**src/hw/rtl/assert_macros.svh**
```systemverilog
// ---------------------------------------------------------------------------
// assert_macros.svh
// Concurrent assertion helpers, compiled out for synthesis.
// ---------------------------------------------------------------------------
`ifndef ASSERT_MACROS_SVH
`define ASSERT_MACROS_SVH

`ifndef SYNTHESIS

// property checked on every rising edge outside reset
`define ASSERT_CLK(label, clk, rst_n, prop) \
    label: assert property (@(posedge clk) disable iff (!rst_n) (prop)) \
    else $error("assertion failed");

// condition that must never be true outside reset
`define ASSERT_NEVER(label, clk, rst_n, cond) \
    label: assert property (@(posedge clk) disable iff (!rst_n) !(cond)) \
    else $error("forbidden condition seen");

`else

`define ASSERT_CLK(label, clk, rst_n, prop)
`define ASSERT_NEVER(label, clk, rst_n, cond)

`endif

`endif

```
**src/hw/rtl/amss_pkg.sv**
```systemverilog
// ---------------------------------------------------------------------------
// amss_pkg
// Shared constants, codes and types of the ADC mux scan sequencer.
// ---------------------------------------------------------------------------
package amss_pkg;

    localparam int STORE_DEPTH    = 64;
    localparam int MAX_MUXES      = 8;
    localparam int MAX_MUX_INPUTS = 16;

    localparam int STORE_AW = (STORE_DEPTH > 1) ? $clog2(STORE_DEPTH) : 1;
    localparam int MUX_W    = (MAX_MUXES > 1) ? $clog2(MAX_MUXES) : 1;
    localparam int MUXIN_W  = $clog2(MAX_MUX_INPUTS);

    localparam int SAMPLE_W   = 16;
    localparam int VALUE_W    = 12;
    localparam int IDX_W      = 6;
    localparam int SEL_W      = 4;
    localparam int CFG_IDX_W  = 3;
    localparam int CFG_DATA_W = 12;

    localparam logic ACT_CONV = 1'b0;
    localparam logic ACT_READ = 1'b1;

    localparam logic [CFG_IDX_W-1:0] CFG_USE_MUX        = 3'd0;
    localparam logic [CFG_IDX_W-1:0] CFG_MUX_COUNT      = 3'd1;
    localparam logic [CFG_IDX_W-1:0] CFG_INPUTS_PER_MUX = 3'd2;
    localparam logic [CFG_IDX_W-1:0] CFG_INPUT_COUNT    = 3'd3;
    localparam logic [CFG_IDX_W-1:0] CFG_MAX_READING    = 3'd4;

    typedef struct packed {
        logic accept_conv;
        logic accept_read;
        logic finish_read;
    } ctrl_cmd_t;

    typedef struct packed {
        logic slot_free;
    } dp_status_t;

    typedef struct packed {
        logic [VALUE_W-1:0] read_value;
        logic               read_fresh;
        logic               read_in_range;
        logic               sample_stored;
        logic [IDX_W-1:0]   adc_channel;
        logic [SEL_W-1:0]   mux_select;
    } result_t;

endpackage

```
**src/hw/rtl/amss_ram.sv**
```systemverilog
// ---------------------------------------------------------------------------
// amss_ram
// Generic simple dual-port RAM, one write port, registered read port.
// ---------------------------------------------------------------------------
module amss_ram #(
    parameter int WIDTH = 12,
    parameter int DEPTH = 64
) (
    input  logic                                          clk,
    input  logic                                          wr_en,
    input  logic [((DEPTH > 1) ? $clog2(DEPTH) : 1)-1:0]  wr_addr,
    input  logic [WIDTH-1:0]                              wr_data,
    input  logic                                          rd_en,
    input  logic [((DEPTH > 1) ? $clog2(DEPTH) : 1)-1:0]  rd_addr,
    output logic [WIDTH-1:0]                              rd_data
);

    logic [WIDTH-1:0] mem_reg [DEPTH];

    always_ff @(posedge clk)
    begin
        if (wr_en)
        begin
            mem_reg[wr_addr] <= wr_data;
        end
        if (rd_en)
        begin
            rd_data <= mem_reg[rd_addr];
        end
    end

endmodule

```
**src/hw/rtl/amss_ctrl.sv**
```systemverilog
// ---------------------------------------------------------------------------
// amss_ctrl
// Request sequencing: conversions end at acceptance, reads via a read state.
// ---------------------------------------------------------------------------
module amss_ctrl (
    input  logic                 clk,
    input  logic                 rst_n,
    input  logic                 in_valid,
    input  logic                 action,
    output logic                 in_stall,
    input  amss_pkg::dp_status_t status,
    output amss_pkg::ctrl_cmd_t  cmd
);

    typedef enum logic {
        ST_IDLE,
        ST_READ
    } state_t;

    state_t state_reg;
    state_t state_next;
    logic   accept;

    assign in_stall = (state_reg != ST_IDLE) || !status.slot_free;
    assign accept   = in_valid && !in_stall;

    always_comb
    begin
        cmd.accept_conv = accept && (action == amss_pkg::ACT_CONV);
        cmd.accept_read = accept && (action == amss_pkg::ACT_READ);
        cmd.finish_read = (state_reg == ST_READ);
        state_next      = state_reg;
        unique case (state_reg)
            ST_IDLE:
            begin
                if (cmd.accept_read)
                begin
                    state_next = ST_READ;
                end
            end
            ST_READ:
            begin
                state_next = ST_IDLE;
            end
            default:
            begin
                state_next = ST_IDLE;
            end
        endcase
    end

    always_ff @(posedge clk or negedge rst_n)
    begin
        if (!rst_n)
        begin
            state_reg <= ST_IDLE;
        end
        else
        begin
            state_reg <= state_next;
        end
    end

endmodule

```
**src/hw/rtl/amss_dp.sv**
```systemverilog
// ---------------------------------------------------------------------------
// amss_dp
// Datapath: config registers, scan counters, sample store, result buffer.
// ---------------------------------------------------------------------------
module amss_dp (
    input  logic                                clk,
    input  logic                                rst_n,
    input  logic                                cfg_write,
    input  logic [amss_pkg::CFG_IDX_W-1:0]      cfg_index,
    input  logic [amss_pkg::CFG_DATA_W-1:0]     cfg_data,
    input  logic [amss_pkg::SAMPLE_W-1:0]       sample,
    input  logic [amss_pkg::IDX_W-1:0]          read_index,
    input  amss_pkg::ctrl_cmd_t                 cmd,
    output amss_pkg::dp_status_t                status,
    output logic                                out_valid,
    input  logic                                out_stall,
    output amss_pkg::result_t                   result
);

    localparam int SD  = amss_pkg::STORE_DEPTH;
    localparam int AW  = amss_pkg::STORE_AW;
    localparam int MW  = amss_pkg::MUX_W;
    localparam int IW  = amss_pkg::MUXIN_W;
    localparam int VW  = amss_pkg::VALUE_W;
    localparam int XW  = amss_pkg::IDX_W;

    // configuration
    logic          use_mux_reg;
    logic [3:0]    mux_count_reg;
    logic [4:0]    inputs_per_mux_reg;
    logic [6:0]    input_count_reg;
    logic [VW-1:0] max_reading_reg;

    // scan state
    logic          phase_reg,     phase_next;
    logic [XW-1:0] scan_reg,      scan_next;
    logic [MW-1:0] mux_reg,       mux_next;
    logic [IW-1:0] mux_in_reg,    mux_in_next;

    logic [SD-1:0] valid_reg;
    logic [SD-1:0] fresh_reg;

    logic          rd_range_reg;
    logic          rd_fresh_reg;
    logic          rd_valid_reg;

    logic [VW-1:0] ram_rdata;
    logic [8:0]    scan_wide;
    logic [8:0]    ridx_wide;
    logic [AW-1:0] wr_addr;
    logic [AW-1:0] rd_addr;
    logic          keep;
    logic          store_wr;
    logic          rd_in_range;

    logic [IW:0]   next_in;
    logic [MW:0]   next_mux;
    logic [XW:0]   next_scan;

    amss_pkg::result_t conv_res;
    amss_pkg::result_t read_res;
    amss_pkg::result_t push_res;
    logic              push;
    logic              pop;

    amss_pkg::result_t head_reg, head_next;
    amss_pkg::result_t skid_reg, skid_next;
    logic              head_vld_reg, head_vld_next;
    logic              skid_vld_reg, skid_vld_next;

    assign scan_wide   = {3'b000, scan_reg};
    assign ridx_wide   = {3'b000, read_index};
    assign wr_addr     = scan_wide[AW-1:0];
    assign rd_addr     = ridx_wide[AW-1:0];
    assign rd_in_range = (ridx_wide < 9'(input_count_reg)) && (ridx_wide < 9'(SD));
    assign keep        = phase_reg && ({4'b0000, max_reading_reg} >= sample);

    // scan position update
    always_comb
    begin
        phase_next  = phase_reg;
        scan_next   = scan_reg;
        mux_next    = mux_reg;
        mux_in_next = mux_in_reg;
        next_in     = {1'b0, mux_in_reg} + 1'b1;
        next_mux    = {1'b0, mux_reg} + 1'b1;
        next_scan   = {1'b0, scan_reg} + 1'b1;
        if (cmd.accept_conv)
        begin
            phase_next = ~phase_reg;
            if (keep)
            begin
                if (use_mux_reg)
                begin
                    scan_next = next_scan[XW-1:0];
                    if ((8'(next_in) >= 8'(inputs_per_mux_reg))
                        || (8'(next_in) >= 8'(amss_pkg::MAX_MUX_INPUTS)))
                    begin
                        mux_in_next = '0;
                        if ((8'(next_mux) >= 8'(mux_count_reg))
                            || (8'(next_mux) >= 8'(amss_pkg::MAX_MUXES)))
                        begin
                            mux_next  = '0;
                            scan_next = '0;
                        end
                        else
                        begin
                            mux_next = next_mux[MW-1:0];
                        end
                    end
                    else
                    begin
                        mux_in_next = next_in[IW-1:0];
                    end
                end
                else
                begin
                    if (next_scan[XW] || (next_scan >= input_count_reg))
                    begin
                        scan_next = '0;
                    end
                    else
                    begin
                        scan_next = next_scan[XW-1:0];
                    end
                end
            end
        end
    end

    assign store_wr = cmd.accept_conv && keep && (scan_wide < 9'(SD));

    amss_ram #(
        .WIDTH (VW),
        .DEPTH (SD)
    ) u_store (
        .clk     (clk),
        .wr_en   (store_wr),
        .wr_addr (wr_addr),
        .wr_data (sample[VW-1:0]),
        .rd_en   (cmd.accept_read),
        .rd_addr (rd_addr),
        .rd_data (ram_rdata)
    );

    // result formation
    always_comb
    begin
        conv_res               = '0;
        conv_res.sample_stored = keep;
        if (use_mux_reg)
        begin
            conv_res.adc_channel = XW'(mux_next);
            conv_res.mux_select  = amss_pkg::SEL_W'(mux_in_next);
        end
        else
        begin
            conv_res.adc_channel = scan_next;
        end

        read_res               = '0;
        read_res.read_in_range = rd_range_reg;
        read_res.read_fresh    = rd_fresh_reg;
        read_res.read_value    = (rd_range_reg && rd_valid_reg) ? ram_rdata : '0;
        if (use_mux_reg)
        begin
            read_res.adc_channel = XW'(mux_reg);
            read_res.mux_select  = amss_pkg::SEL_W'(mux_in_reg);
        end
        else
        begin
            read_res.adc_channel = scan_reg;
        end

        push     = cmd.accept_conv || cmd.finish_read;
        push_res = cmd.finish_read ? read_res : conv_res;
    end

    // two-entry result buffer
    assign pop              = head_vld_reg && !out_stall;
    assign out_valid        = head_vld_reg;
    assign result           = head_reg;
    assign status.slot_free = !skid_vld_reg;

    always_comb
    begin
        head_next     = head_reg;
        skid_next     = skid_reg;
        head_vld_next = head_vld_reg;
        skid_vld_next = skid_vld_reg;
        if (pop)
        begin
            if (skid_vld_reg)
            begin
                head_next     = skid_reg;
                skid_vld_next = 1'b0;
            end
            else
            begin
                head_vld_next = 1'b0;
            end
        end
        if (push)
        begin
            if (!head_vld_next)
            begin
                head_next     = push_res;
                head_vld_next = 1'b1;
            end
            else
            begin
                skid_next     = push_res;
                skid_vld_next = 1'b1;
            end
        end
    end

    always_ff @(posedge clk)
    begin
        head_reg <= head_next;
        skid_reg <= skid_next;
        if (cmd.accept_read)
        begin
            rd_range_reg <= rd_in_range;
            rd_fresh_reg <= rd_in_range && fresh_reg[rd_addr];
            rd_valid_reg <= valid_reg[rd_addr];
        end
    end

    always_ff @(posedge clk or negedge rst_n)
    begin
        if (!rst_n)
        begin
            use_mux_reg        <= 1'b0;
            mux_count_reg      <= 4'd1;
            inputs_per_mux_reg <= 5'd16;
            input_count_reg    <= 7'd8;
            max_reading_reg    <= 12'd4095;
            phase_reg          <= 1'b0;
            scan_reg           <= '0;
            mux_reg            <= '0;
            mux_in_reg         <= '0;
            valid_reg          <= '0;
            fresh_reg          <= '0;
            head_vld_reg       <= 1'b0;
            skid_vld_reg       <= 1'b0;
        end
        else
        begin
            if (cfg_write)
            begin
                case (cfg_index)
                    amss_pkg::CFG_USE_MUX:        use_mux_reg        <= cfg_data[0];
                    amss_pkg::CFG_MUX_COUNT:      mux_count_reg      <= cfg_data[3:0];
                    amss_pkg::CFG_INPUTS_PER_MUX: inputs_per_mux_reg <= cfg_data[4:0];
                    amss_pkg::CFG_INPUT_COUNT:    input_count_reg    <= cfg_data[6:0];
                    amss_pkg::CFG_MAX_READING:    max_reading_reg    <= cfg_data;
                    default:
                    begin
                    end
                endcase
            end
            phase_reg    <= phase_next;
            scan_reg     <= scan_next;
            mux_reg      <= mux_next;
            mux_in_reg   <= mux_in_next;
            head_vld_reg <= head_vld_next;
            skid_vld_reg <= skid_vld_next;
            if (store_wr)
            begin
                valid_reg[wr_addr] <= 1'b1;
                fresh_reg[wr_addr] <= 1'b1;
            end
            if (cmd.accept_read && rd_in_range)
            begin
                fresh_reg[rd_addr] <= 1'b0;
            end
        end
    end

endmodule

```
**src/hw/rtl/adc_mux_scan_sequencer_unit.sv**
```systemverilog
// ---------------------------------------------------------------------------
// adc_mux_scan_sequencer_unit
// ADC scan sequencer, direct or through analog multiplexers, with store.
// ---------------------------------------------------------------------------
//  channel | handshake           | payload
//  --------+---------------------+------------------------------------------
//  in      | in_valid / in_stall | action, sample, read_index
//  out     | out_valid/out_stall | read_value, read_fresh, read_in_range,
//          |                     | sample_stored, adc_channel, mux_select
//  cfg     | cfg_write           | cfg_index, cfg_data
//
//  Conversion request: its result is registered at acceptance.
//  Read request: finishes in the read state, after the registered store read.
//  Reset clears the store at once through per-entry valid flops.
//  A two-entry result buffer lets a request enter while a result waits.
// ---------------------------------------------------------------------------
`include "assert_macros.svh"

module adc_mux_scan_sequencer_unit (
    input  logic                             clk,
    input  logic                             rst_n,
    input  logic                             cfg_write,
    input  logic [amss_pkg::CFG_IDX_W-1:0]   cfg_index,
    input  logic [amss_pkg::CFG_DATA_W-1:0]  cfg_data,
    input  logic                             in_valid,
    output logic                             in_stall,
    input  logic                             action,
    input  logic [amss_pkg::SAMPLE_W-1:0]    sample,
    input  logic [amss_pkg::IDX_W-1:0]       read_index,
    output logic                             out_valid,
    input  logic                             out_stall,
    output logic [amss_pkg::VALUE_W-1:0]     read_value,
    output logic                             read_fresh,
    output logic                             read_in_range,
    output logic                             sample_stored,
    output logic [amss_pkg::IDX_W-1:0]       adc_channel,
    output logic [amss_pkg::SEL_W-1:0]       mux_select
);

    amss_pkg::ctrl_cmd_t  cmd;
    amss_pkg::dp_status_t status;
    amss_pkg::result_t    result;

    amss_ctrl u_ctrl (
        .clk      (clk),
        .rst_n    (rst_n),
        .in_valid (in_valid),
        .action   (action),
        .in_stall (in_stall),
        .status   (status),
        .cmd      (cmd)
    );

    amss_dp u_dp (
        .clk        (clk),
        .rst_n      (rst_n),
        .cfg_write  (cfg_write),
        .cfg_index  (cfg_index),
        .cfg_data   (cfg_data),
        .sample     (sample),
        .read_index (read_index),
        .cmd        (cmd),
        .status     (status),
        .out_valid  (out_valid),
        .out_stall  (out_stall),
        .result     (result)
    );

    assign read_value    = result.read_value;
    assign read_fresh    = result.read_fresh;
    assign read_in_range = result.read_in_range;
    assign sample_stored = result.sample_stored;
    assign adc_channel   = result.adc_channel;
    assign mux_select    = result.mux_select;

    `ASSERT_CLK(a_read_blocks_next, clk, rst_n, cmd.accept_read |=> in_stall)
    `ASSERT_CLK(a_finish_after_read, clk, rst_n, cmd.finish_read |-> $past(cmd.accept_read))
    `ASSERT_CLK(a_conv_gives_result, clk, rst_n, cmd.accept_conv |=> out_valid)
    `ASSERT_NEVER(a_no_double_accept, clk, rst_n, cmd.accept_conv && cmd.accept_read)

endmodule

```
**config.mk**
```make
export PLATFORM = sky130hd
export DESIGN_NAME = adc_mux_scan_sequencer_unit
export DESIGN_NICKNAME = d
export VERILOG_FILES = /design/src/hw/rtl/amss_pkg.sv /design/src/hw/rtl/amss_ram.sv /design/src/hw/rtl/amss_ctrl.sv /design/src/hw/rtl/amss_dp.sv /design/src/hw/rtl/adc_mux_scan_sequencer_unit.sv
export VERILOG_INCLUDE_DIRS = /design/src /design/src/hw/rtl
export SDC_FILE = /design/constraint.sdc
export NUM_CORES = 1
export LEC_CHECK = 0
export BUFFER_PORTS_ARGS = -buffer_cell sky130_fd_sc_hd__buf_4
export CORE_MARGIN = 5
export CORE_UTILIZATION = 25
export CTS_CLUSTER_SIZE = 14
export DETAILED_ROUTE_END_ITERATION = 6
export GPL_ROUTABILITY_DRIVEN = 0
export GPL_TIMING_DRIVEN = 0
export PLACE_DENSITY = 0.46
export SLEW_MARGIN = 20
export SYNTH_ARGS = -nofsm -noshare
export SYNTH_HDL_FRONTEND = slang
export SYNTH_SLANG_ARGS = --single-unit
```
**constraint.sdc**
```tcl
create_clock -name clk -period 3.8 [get_ports clk]
set_clock_uncertainty 0.1 [all_clocks]
set_input_delay 0.38 -clock clk [delete_from_list [all_inputs] [get_ports clk]]
set_output_delay 0.38 -clock clk [all_outputs]
set_load 0.02 [all_outputs]
```
After elaboration in Yosys (flattened, before gate mapping)
Memories as Yosys holds them, arrays and structs flattened. A register that Yosys moved wholly into a read port is not among the register bits.
Cells that the tools add are included.
Word-level totals
  bits in registers: 227
  bits in writable memories: 768
  input bits: 43
  output and inout port bits: 27
  word-level logic and storage cells: 129
  memories: 1
Operators by class
  $add $sub $neg: 3
  magnitude comparators: 13
  equal/unequal tests: 4
  mux-type cells: 45
  bitwise logic cells: 7
  reduce and logical (&&, ||, !) cells: 27
Memory list
  u_dp.u_store.mem_reg: depth 64, width 12, rd ports 1, clocked after memory_dff 1, wr ports 1, line amss_ram.sv:18  | logic [WIDTH-1:0] mem_reg [DEPTH];
Operators by type and width (count)
  64-bit two-way mux: 2
  64-bit bitwise OR: 2
  25-bit two-way mux: 5
  64-bit AND: 1
  64-bit NOT: 1
  6-bit two-way mux: 8
  6-bit by 7-bit less-than comparator with 1-bit output (second input constant): 4
  4-bit two-way mux: 6
  12-bit by 16-bit >= comparator with 1-bit output: 1
  3-bit two-way mux: 5
  1-bit logical AND: 13
  1-bit two-way mux: 13
  1-bit binary-select mux with 6-bit select: 2
  1-bit demux with 6-bit select: 2
  6-bit by 1-bit >= comparator with 1-bit output (second input constant): 2
  12-bit two-way mux: 1
  2-bit AND reduction: 6
  6-bit by 1-bit adder with 7-bit output (second input constant): 1
  7-bit >= comparator: 1
  6-bit by 7-bit less-than comparator with 1-bit output: 1
  3-bit by 2-bit equality test with 1-bit output (second input constant): 2
  4-bit by 1-bit adder with 5-bit output (second input constant): 1
  5-bit >= comparator: 1
  5-bit >= comparator (second input constant): 1
  10 further kinds: 17

Longest topological paths before layout
Gate-level depths: netlist of the first run.
  word-level depth: 12
  gate-level depth with buffers: 14
  gate-level depth less buffers: 12

Cells and area by module
Synthesis of the first run repeated with hierarchy kept, for this count alone.
Second synthesis, totals
  cells, all modules: 2337
  area total of the unflattened synthesis: 40969.3 sq um
Modules (own cells, without submodules)
  amss_ram: instances 1, cells an instance 1339, area an instance 29971.2 sq um, seq. area each 23422.5 sq um
  amss_dp: instances 1, cells an instance 992, area an instance 10924.2 sq um, seq. area each 5689.2 sq um
  amss_ctrl: instances 1, cells an instance 6, area an instance 73.8 sq um, seq. area each 25.0 sq um

Worst setup path before layout of the first run
No wires, ideal clock.
  kind: input-to-reg
  start point: input sample[5] in the netlist's numbering
  end point: memory u_dp.u_store.mem_reg[48][0] (enable)
  library setup time: 380 ps
  arrival time: 2693 ps
  required time: 3320 ps
  setup slack: 627 ps
  cell stages on the path: 10
  buffers on the path: 1
  path through: inv_1 ha_1 nand2_1 or3_4 o221ai_2 a21oi_2 nor2_1 nand4b_1 buf_2 nor2_1
Between the ends
  longest elaborated chain between the ends: 6
Ends and longest elaborated chain
  start: declaration: line adc_mux_scan_sequencer_unit.sv:28  | input logic [amss_pkg::SAMPLE_W-1:0] sample,
  12-bit by 16-bit >= comparator with 1-bit output: line amss_dp.sv:76  | assign keep = phase_reg && ({4'b0000, max_reading_reg} >= sample);
  1-bit logical AND: line amss_dp.sv:76
  1-bit logical AND (2 in series): line amss_dp.sv:131  | assign store_wr = cmd.accept_conv && keep && (scan_wide < 9'(SD));
  1-bit two-way mux: line amss_ram.sv:22  | if (wr_en)
  1-bit two-way mux (not written as such): line amss_ram.sv:24  | mem_reg[wr_addr] <= wr_data;
  end: declaration: line amss_ram.sv:18
No other way between the ends.

==> impl_results.md, run 1 <==
* Post-synth EDFFs at between 800 and 900
* Max FFs per register at 768
* I/O pin total at 70
* Max layer used: met5
* H-tree depth at 3
* Die H at between 400 and 500 um
* Starting Density at 0.2508
* Hold WS at 0.04355 ns
* I/O Buffers at 69
* Die width at 416.4 um
* Setup crit start kind: primary input
* Detail Route Antenna Nets at 0
* Syn. warnings at 0
* Cell taking the most area after synthesis: edfxtp_1
* Final period utilization at 1.124
* Mapped cell area at 41290 um^2
* VDD IR max at 0.3629 mV
* Routed length per instance at 33.09 um
* Min-Delay Path Class: primary input to register
* First DRT Iteration DRCs at 4503
* Actual slew at the worst max-slew pin at 1.283 ns
* Synth Register Bits at 1007
* Sequential share of the synthesized area at 0.7057
* Mapped Avg Cell Area at 15.20 um^2
* RSZ-0062 raised after global routing: true
* Worst-path clk slew at 0.06 ns
* Top_reg_cell synth: edfxtp_1
* Critical path's largest stage delay at between 0.6 and 0.7 ns
* Yosys cell types at 82
* Clk root buf: clkbuf_16
* Slew Limit Fails at 0
* Clk buf depth at 3
* Grt ovf at 0
* Detailed Route WL at between 150000 and 200000 um
* Slew HR at 0.1448
* Share of cells above drive strength 1 at 0.2224
* CP Max Fanout at 10
* Min Tclk post-route at roughly 4.3 ns
* CP max stage cell: o2111ai_1
* Detailed placement HPWL at about 110000 um
* Clock sink count at ~1000
* Ys async rst share at 0.1728
* Routed wl met3 at approximately 20000 um
* Area Overhead vs Synth at 19.89%
* Synth area leaders: edfxtp_1, dfrtp_1, mux2i_1
* Dpl ws at -1.798 ns
* Leak Pwr at between 15 and 20 nW
* GRT Total Usage at 0.1937
* Crit-path most repeated cell: buf_2
* Worst EP arrival at between 4 and 5 ns
* Endpoints failing hold at 0
* Setup crit end kind: register
* Antenna violations before repair at 10
* Clk pwr share at 0.406
* Final routed DRC violation total at 7
* Largest net degree at the start of global routing at 93
* Post-Synthesis Cells at 2717
* Met2 WL at 73190 um
* Iteration count of the initial detailed-routing pass at 7
* Vias in the first global route at 26370
* Vias per Instance at 5.324
* Sw Pwr at 6.805 mW
* WS Path Type: primary input to register
* Global-route wire length before repair at ~230000 um
* Vias at 27960
* M1 WL at 71950 um
* Flop pwr share at 0.481
* Final nets at 3048
* Setup violations, final at 37
* Std cell rows at 149
* Cts bufs inserted at between 100 and 150
* Max-cap violations at 0
* CP required at 4.12 ns
* Logic pwr share at 0.113
* Critical-path cell list: buf_4, buf_2, inv_1, nor3_1, buf_2, buf_2, a22oi_1, a311oi_1, a31oi_1, o2111ai_1
* Core area at 164600 um^2
* Yosys top cell area share at 0.5877
* Fill cells at approximately 16000
* Clk Latency, worst-skew pair at 0.77 ns
* Die ar. at 173400 um^2
* Cell Int Power at about 19 mW
* Syn Nets at ~2800
* Fmax at 234.2 MHz
* Design Power at between 20 and 30 mW
* Run status: complete, but fails checks
* Sw frac at 0.2641
* Final worst setup slack at -0.4701 ns
* CTS tree: built
* Pwr dens at 520.6 nW/um^2
* Failing checks: design-rule violations, negative setup slack
cell usage after synthesis (all sizes together), types with 47 or more instances:
cell type  number
mux2i         152
a21oi         201
nor2          187
mux2          109
a221oi         84
nand2         118
o21ai         109
mux4           47
buf            89
clkbuf         97
dfrtp         159
edfxtp        808
worst max-delay path, delay by kind of cell:
kind,cells,cell delay (ns)
buffers and inverters,5,1.92
AO/OA/AOI/OAI,4,1.64
AND/OR/NAND/NOR,1,0.62
layout by cell type, fill, tap and decap left out, types with 17 or more instances in the layout:
cell	Yosys	final
a21o_1	42	42
a21oi_1	198	198
a221o_1	28	28
a221oi_1	84	82
a22oi_1	29	29
a31oi_1	26	26
and2_1	23	23
and3_1	17	17
buf_2	66	35
buf_4	14	109
buf_6	3	35
clkbuf_1	97	87
clkbuf_16	0	106
clkbuf_2	0	30
clkinv_1	1	21
clkinv_2	0	17
dfrtp_1	159	159
dfxtp_1	25	25
dlygate4sd3_1	0	23
edfxtp_1	808	808
ha_1	36	36
inv_1	36	36
mux2_2	109	109
mux2i_1	152	148
mux4_2	47	47
nand2_1	118	118
nand2b_1	17	17
nor2_1	179	124
nor2_2	0	27
nor2_4	8	36
o21ai_0	108	105
o22ai_1	30	30
stage by stage:
step	util	std cells	area [um^2]	setup TNS [ns]
final	0.3007	5251	49500	-2.348
after global routing	0.3007	5248	49500	-6.671
after CTS	0.2993	5245	49270	-10.84
after detailed placement	0.2756	5021	45370	-783.51
after global placement	0.2706	4975	44550	-1156.12
after floorplan	-	2717	41290	0
power groups by stage:
stage	sequential [mW]	clock, mW	combinational [mW]
after floorplan	12.8	0	1.20
after global placement	12.6	0	2.76
after detailed placement	12.6	0	2.81
after CTS	12.4	10.5	2.86
after global routing	12.4	11.0	3.03
final	12.4	10.5	2.91
repair_timing:
action / in CTS / in global routing
setup endpoints to repair: 517 / 298
buffers inserted: 5 / 6
pin swaps: 2 / 7
cloned: 0 / 0
hold buffers: 23 / 0
hold endpoints to repair: 113 / 0
gates resized for setup: 63 / 51
worst paths after layout:
path                                                startpoint                               endpoint  slack [ns]  cells after the start
max                                              read_index[0]      u_dp.u_store.rd_data[5]$_DFFE_PP_       -0.47                     10
min                                                  sample[5]  u_dp.u_store.mem_reg[23][5]$_DFFE_PP_        0.04                      1
max reg2reg                u_dp.max_reading_reg[7]$_DFFE_PN1P_   u_dp.u_store.mem_reg[7][6]$_DFFE_PP_       -0.03                     10
min reg2reg                      u_dp.valid_reg[2]$_DFFE_PN0N_          u_dp.valid_reg[2]$_DFFE_PN0N_        0.35                      1
max in group asynchronous                                rst_n           u_dp.fresh_reg[40]$_DFF_PN0_        2.53                      3
min in group asynchronous                                rst_n      u_dp.mux_count_reg[1]$_DFFE_PN0P_        0.14                      2
metal layers:
metal / track usage / vias to the layer above
li1: - / 11130
met1: 0.2695 / 14580
met2: 0.2807 / 1849
met3: 0.05683 / 389
met4: 0.08178 / 4
met5: 0 / -
area by class of cell:
| type | count | area, um^2 | share of cell area |
|---|---|---|---|
| inverters | 37 | 142.6 | 0.002881 |
| plain buffers | 182 | 993.5 | 0.02007 |
| clock buffers | 135 | 2781 | 0.05619 |
| repair buffers | 149 | 1535 | 0.03101 |
| clock inverters | 61 | 619.3 | 0.01251 |
| flip-flops and latches | 1007 | 29140 | 0.5886 |
| well taps | 2189 | 2739 | 0.05533 |
| diodes | 4 | 10.01 | 0.0002022 |
| multi-input cells | 1487 | 11540 | 0.2332 |
logic make-up (layout without fill, tap and decap cells):
kind of cell,Yosys count,in the layout,share of synthesized area
flip-flops,1007,1007,0.7057
AO/OA/AOI/OAI,672,672,0.1103
AND/OR/NAND/NOR,464,464,0.05530
multiplexers,308,308,0.09222
buffers and inverters,223,564,0.02409
adder cells (fa/ha/maj),36,36,0.01091
XOR/XNOR,7,7,0.001485
other,0,4,0
Power figures use the tool's default switching activity.
==> run 2: changes to the inputs <==
--- a/config.mk
+++ b/config.mk
@@ -14,6 +14,7 @@
 export GPL_ROUTABILITY_DRIVEN = 0
 export GPL_TIMING_DRIVEN = 0
 export PLACE_DENSITY = 0.46
+export SETUP_SLACK_MARGIN = 0.2
 export SLEW_MARGIN = 20
 export SYNTH_ARGS = -nofsm -noshare
 export SYNTH_HDL_FRONTEND = slang
==> run 2 against run 1 <==
Compared with the run above:
- the run ends with negative setup slack left
- clock-buffer cell count stayed put
- sequential share of layout area down 0.35 points
- critical endpoint is now u_dp.u_store.rd_data[9]$_DFFE_PP_
- clock power is essentially flat
- via count down 0.48%
- global-route usage barely moved
- final area rose by 0.60%
- non-clock buffer count increased by 12
- final cell count is 0.27% higher
- setup slack improved by 0.43 ns
==> impl_results.md, run 2 (synthesis gave the netlist of run 1 again) <==
* Reg2reg start: u_dp.max_reading_reg[3]$_DFFE_PN1P_
* I/O pin total at 70 (unchanged)
* Starting Density at 0.2508 (unchanged)
* VDD IR max at 0.3580 mV (-1.4%)
* Final worst setup slack at -0.04146 ns (+0.4287 ns)
* Detailed Route WL at 173800 um (about the same)
* Max-cap violations at 0 (unchanged)
* Die H at 416.4 um (unchanged)
* I/O Buffers at 69 (unchanged)
* Vias per Instance at 5.284 (-0.75%)
* Final period utilization at 1.011 (-0.1128)
* Worst-path clk slew at 0.06 ns (about the same)
* WS Path Type: primary input to register
* Setup violations, final at 2 (-95%)
* Antenna violations before repair at 8 (-2)
* CP required at 4.22 ns (+0.10 ns)
* Iteration count of the initial detailed-routing pass at 6 (-1)
* CTS tree: built
* Min-Delay Path Class: primary input to register
* RSZ-0062 raised after global routing: false
* CP Max Fanout at 10 (unchanged)
* Beginning of the critical path: read_index[0]
* H-tree depth at 3 (unchanged)
* Setup crit start kind: primary input
* Critical-path cell list: buf_4, buf_4, nor2b_1, clkbuf_1, clkbuf_1, clkbuf_2, a221oi_1, o21ai_0, a21oi_1, nand2_1
* Std cell rows at 149 (unchanged)
* Routed length per instance at 33.01 um (-0.26%)
* Die ar. at 173400 um^2 (unchanged)
* Register-to-Register Path Depth at 9 (-1)
* Detailed placement HPWL at 111900 um (unchanged)
* Min-Delay Startpoint: sample[5]
* Clk root buf: clkbuf_16
* Worst EP arrival at 4.27 ns (-0.32 ns)
* Vias in the first global route at 26430 (+0.25%)
* Grt ovf at 0 (unchanged)
* Critical path's largest stage delay at 0.97 ns (+0.29 ns)
* Run status: complete, but fails checks
* Max FFs per register at 768 (unchanged)
* Cts bufs inserted at 105 (unchanged)
* Vias at 27820 (-0.48%)
* Share of cells above drive strength 1 at 0.2300 (+0.007600)
* GRT Total Usage at 0.1940 (+0.0003300)
* Fmax at 260.3 MHz (+11%)
* Final nets at 3060 (+0.39%)
* Pwr dens at 516.9 nW/um^2 (-0.71%)
* Failing checks: negative setup slack
* Final routed DRC violation total at 0 (-7)
* Detail Route Antenna Nets at 0 (unchanged)
* Die width at 416.4 um (unchanged)
* Commonest non-fill, non-tap cells in the layout: edfxtp_1, a21oi_1, dfrtp_1, mux2i_1, nor2_1
* CP max stage cell: clkbuf_1
* Slew Limit Fails at 0 (unchanged)
* Setup crit end kind: register
* DP Area at 45370 um^2 (unchanged)
* Slew HR at 0.1632 (+0.01843)
* Hold path depth at 1 (unchanged)
* Fill cells at 16390 (-0.13%)
* Setup Total Neg Slack at -0.06112 ns (+2.287 ns)
* Commonest non-fill, non-tap cell in the layout: edfxtp_1
* Endpoints failing hold at 0 (unchanged)
* Actual slew at the worst max-slew pin at 1.255 ns (-0.02765 ns)
* Largest net degree at the start of global routing at 93 (unchanged)
* Area Overhead vs Synth at 20.62%
* Leak Pwr at 17.78 nW (+0.57%)
* First DRT Iteration DRCs at 4579 (+1.7%)
* Clock sink count at 1007 (unchanged)
* Clk buf depth at 3 (unchanged)
* Post-route cell area at 49800 um^2 (+0.60%)
* Min Tclk post-route at 3.841 ns (-0.4287 ns)
* Core area at 164600 um^2 (unchanged)
* Global-route wire length before repair at 232800 um (+0.13%)
* Clk Latency, worst-skew pair at 0.76 ns (about the same)
-- run 2: cell types whose count changed in the layout (fill, tap and decap cells not counted), moves of 3 or more --
cell	before	now
buf_4	109	116
buf_2	35	29
buf_6	35	41
buf_12	6	10
clkbuf_1	87	83
nor2_4	36	49
nor2_2	27	15
nand2_2	0	3
nand2_1	118	115
clkbuf_4	14	17
-- run 2: critical path, delay by kind of cell --
kind	cells	cell delay, ns
compound gates	3	0.90
simple gates	2	0.42
buf+inv	5	2.52
-- run 2: worst paths after layout --
check / to / slack, ns
worst max-delay path: u_dp.u_store.rd_data[9]$_DFFE_PP_ / -0.04
worst min-delay path: u_dp.u_store.mem_reg[23][5]$_DFFE_PP_ / 0.04
worst max register to register: u_dp.u_store.mem_reg[34][7]$_DFFE_PP_ / 0.24
worst min register to register: u_dp.valid_reg[26]$_DFFE_PN0N_ / 0.35
max in group asynchronous: u_dp.fresh_reg[40]$_DFF_PN0_ / 2.52
min in group asynchronous: u_dp.mux_count_reg[1]$_DFFE_PN0P_ / 0.14
-- run 2: repair_timing --
item / in CTS / in global routing
buffers inserted: 17 / 2
pin swaps: 12 / 6
setup endpoints to repair: 644 / 294
hold buffers: 23 / 0
hold endpoints to repair: 113 / 0
resized for setup: 113 / 48
-- run 2: metal layers --
metal | global-route usage | vias to the layer above | wire, um | part of all wire
li1 | - | 11160 | - | -
met1 | 0.2683 | 14550 | 71970 | 0.41
met2 | 0.2821 | 1728 | 73230 | 0.42
met3 | 0.05936 | 384 | 20000 | 0.12
met4 | 0.08025 | 2 | 8552 | 0.049
met5 | 0 | - | 17 | 0.000098
-- run 2: cell type report --
type	instances	area [um^2]	share of cell area
diodes	6	15.01	0.0003015
plain buffers	186	1064	0.02136
clock buffers	135	2781	0.05585
clock inverters	61	619.3	0.01244
inverters	37	143.9	0.002889
multi-input cells	1487	11660	0.2341
flip-flops and latches	1007	29140	0.5851
well taps	2189	2739	0.05500
repair buffers	157	1643	0.03299
-- run 2: through the flow --
stage	hold WS [ns]	total power [mW]	std cells	utilization	worst slack, ns
3_3_place_gp	0.3330	15.40	4975	0.2706	-2.375
5_1_grt	0.04394	26.52	5259	0.3024	0.1931
3_5_place_dp	0.3377	15.45	5021	0.2756	-1.798
2_1_floorplan	-0.01559	13.97	2717	-	0.6268
6_report	0.04256	25.74	5265	0.3025	-0.04146
4_1_cts	0.03399	25.83	5257	0.3015	0.02295
-- run 2: power by group --
| group | leakage (nW) | switching [mW] | total [mW] | internal, mW |
|---|---|---|---|---|
| Sequential | 9.84 | 0.156 | 12.4 | 12.2 |
| Combinational | 6.30 | 2.00 | 2.92 | 0.917 |
| Clock | 1.64 | 4.61 | 10.4 | 5.81 |
| Total | 17.8 | 6.77 | 25.7 | 19.0 |
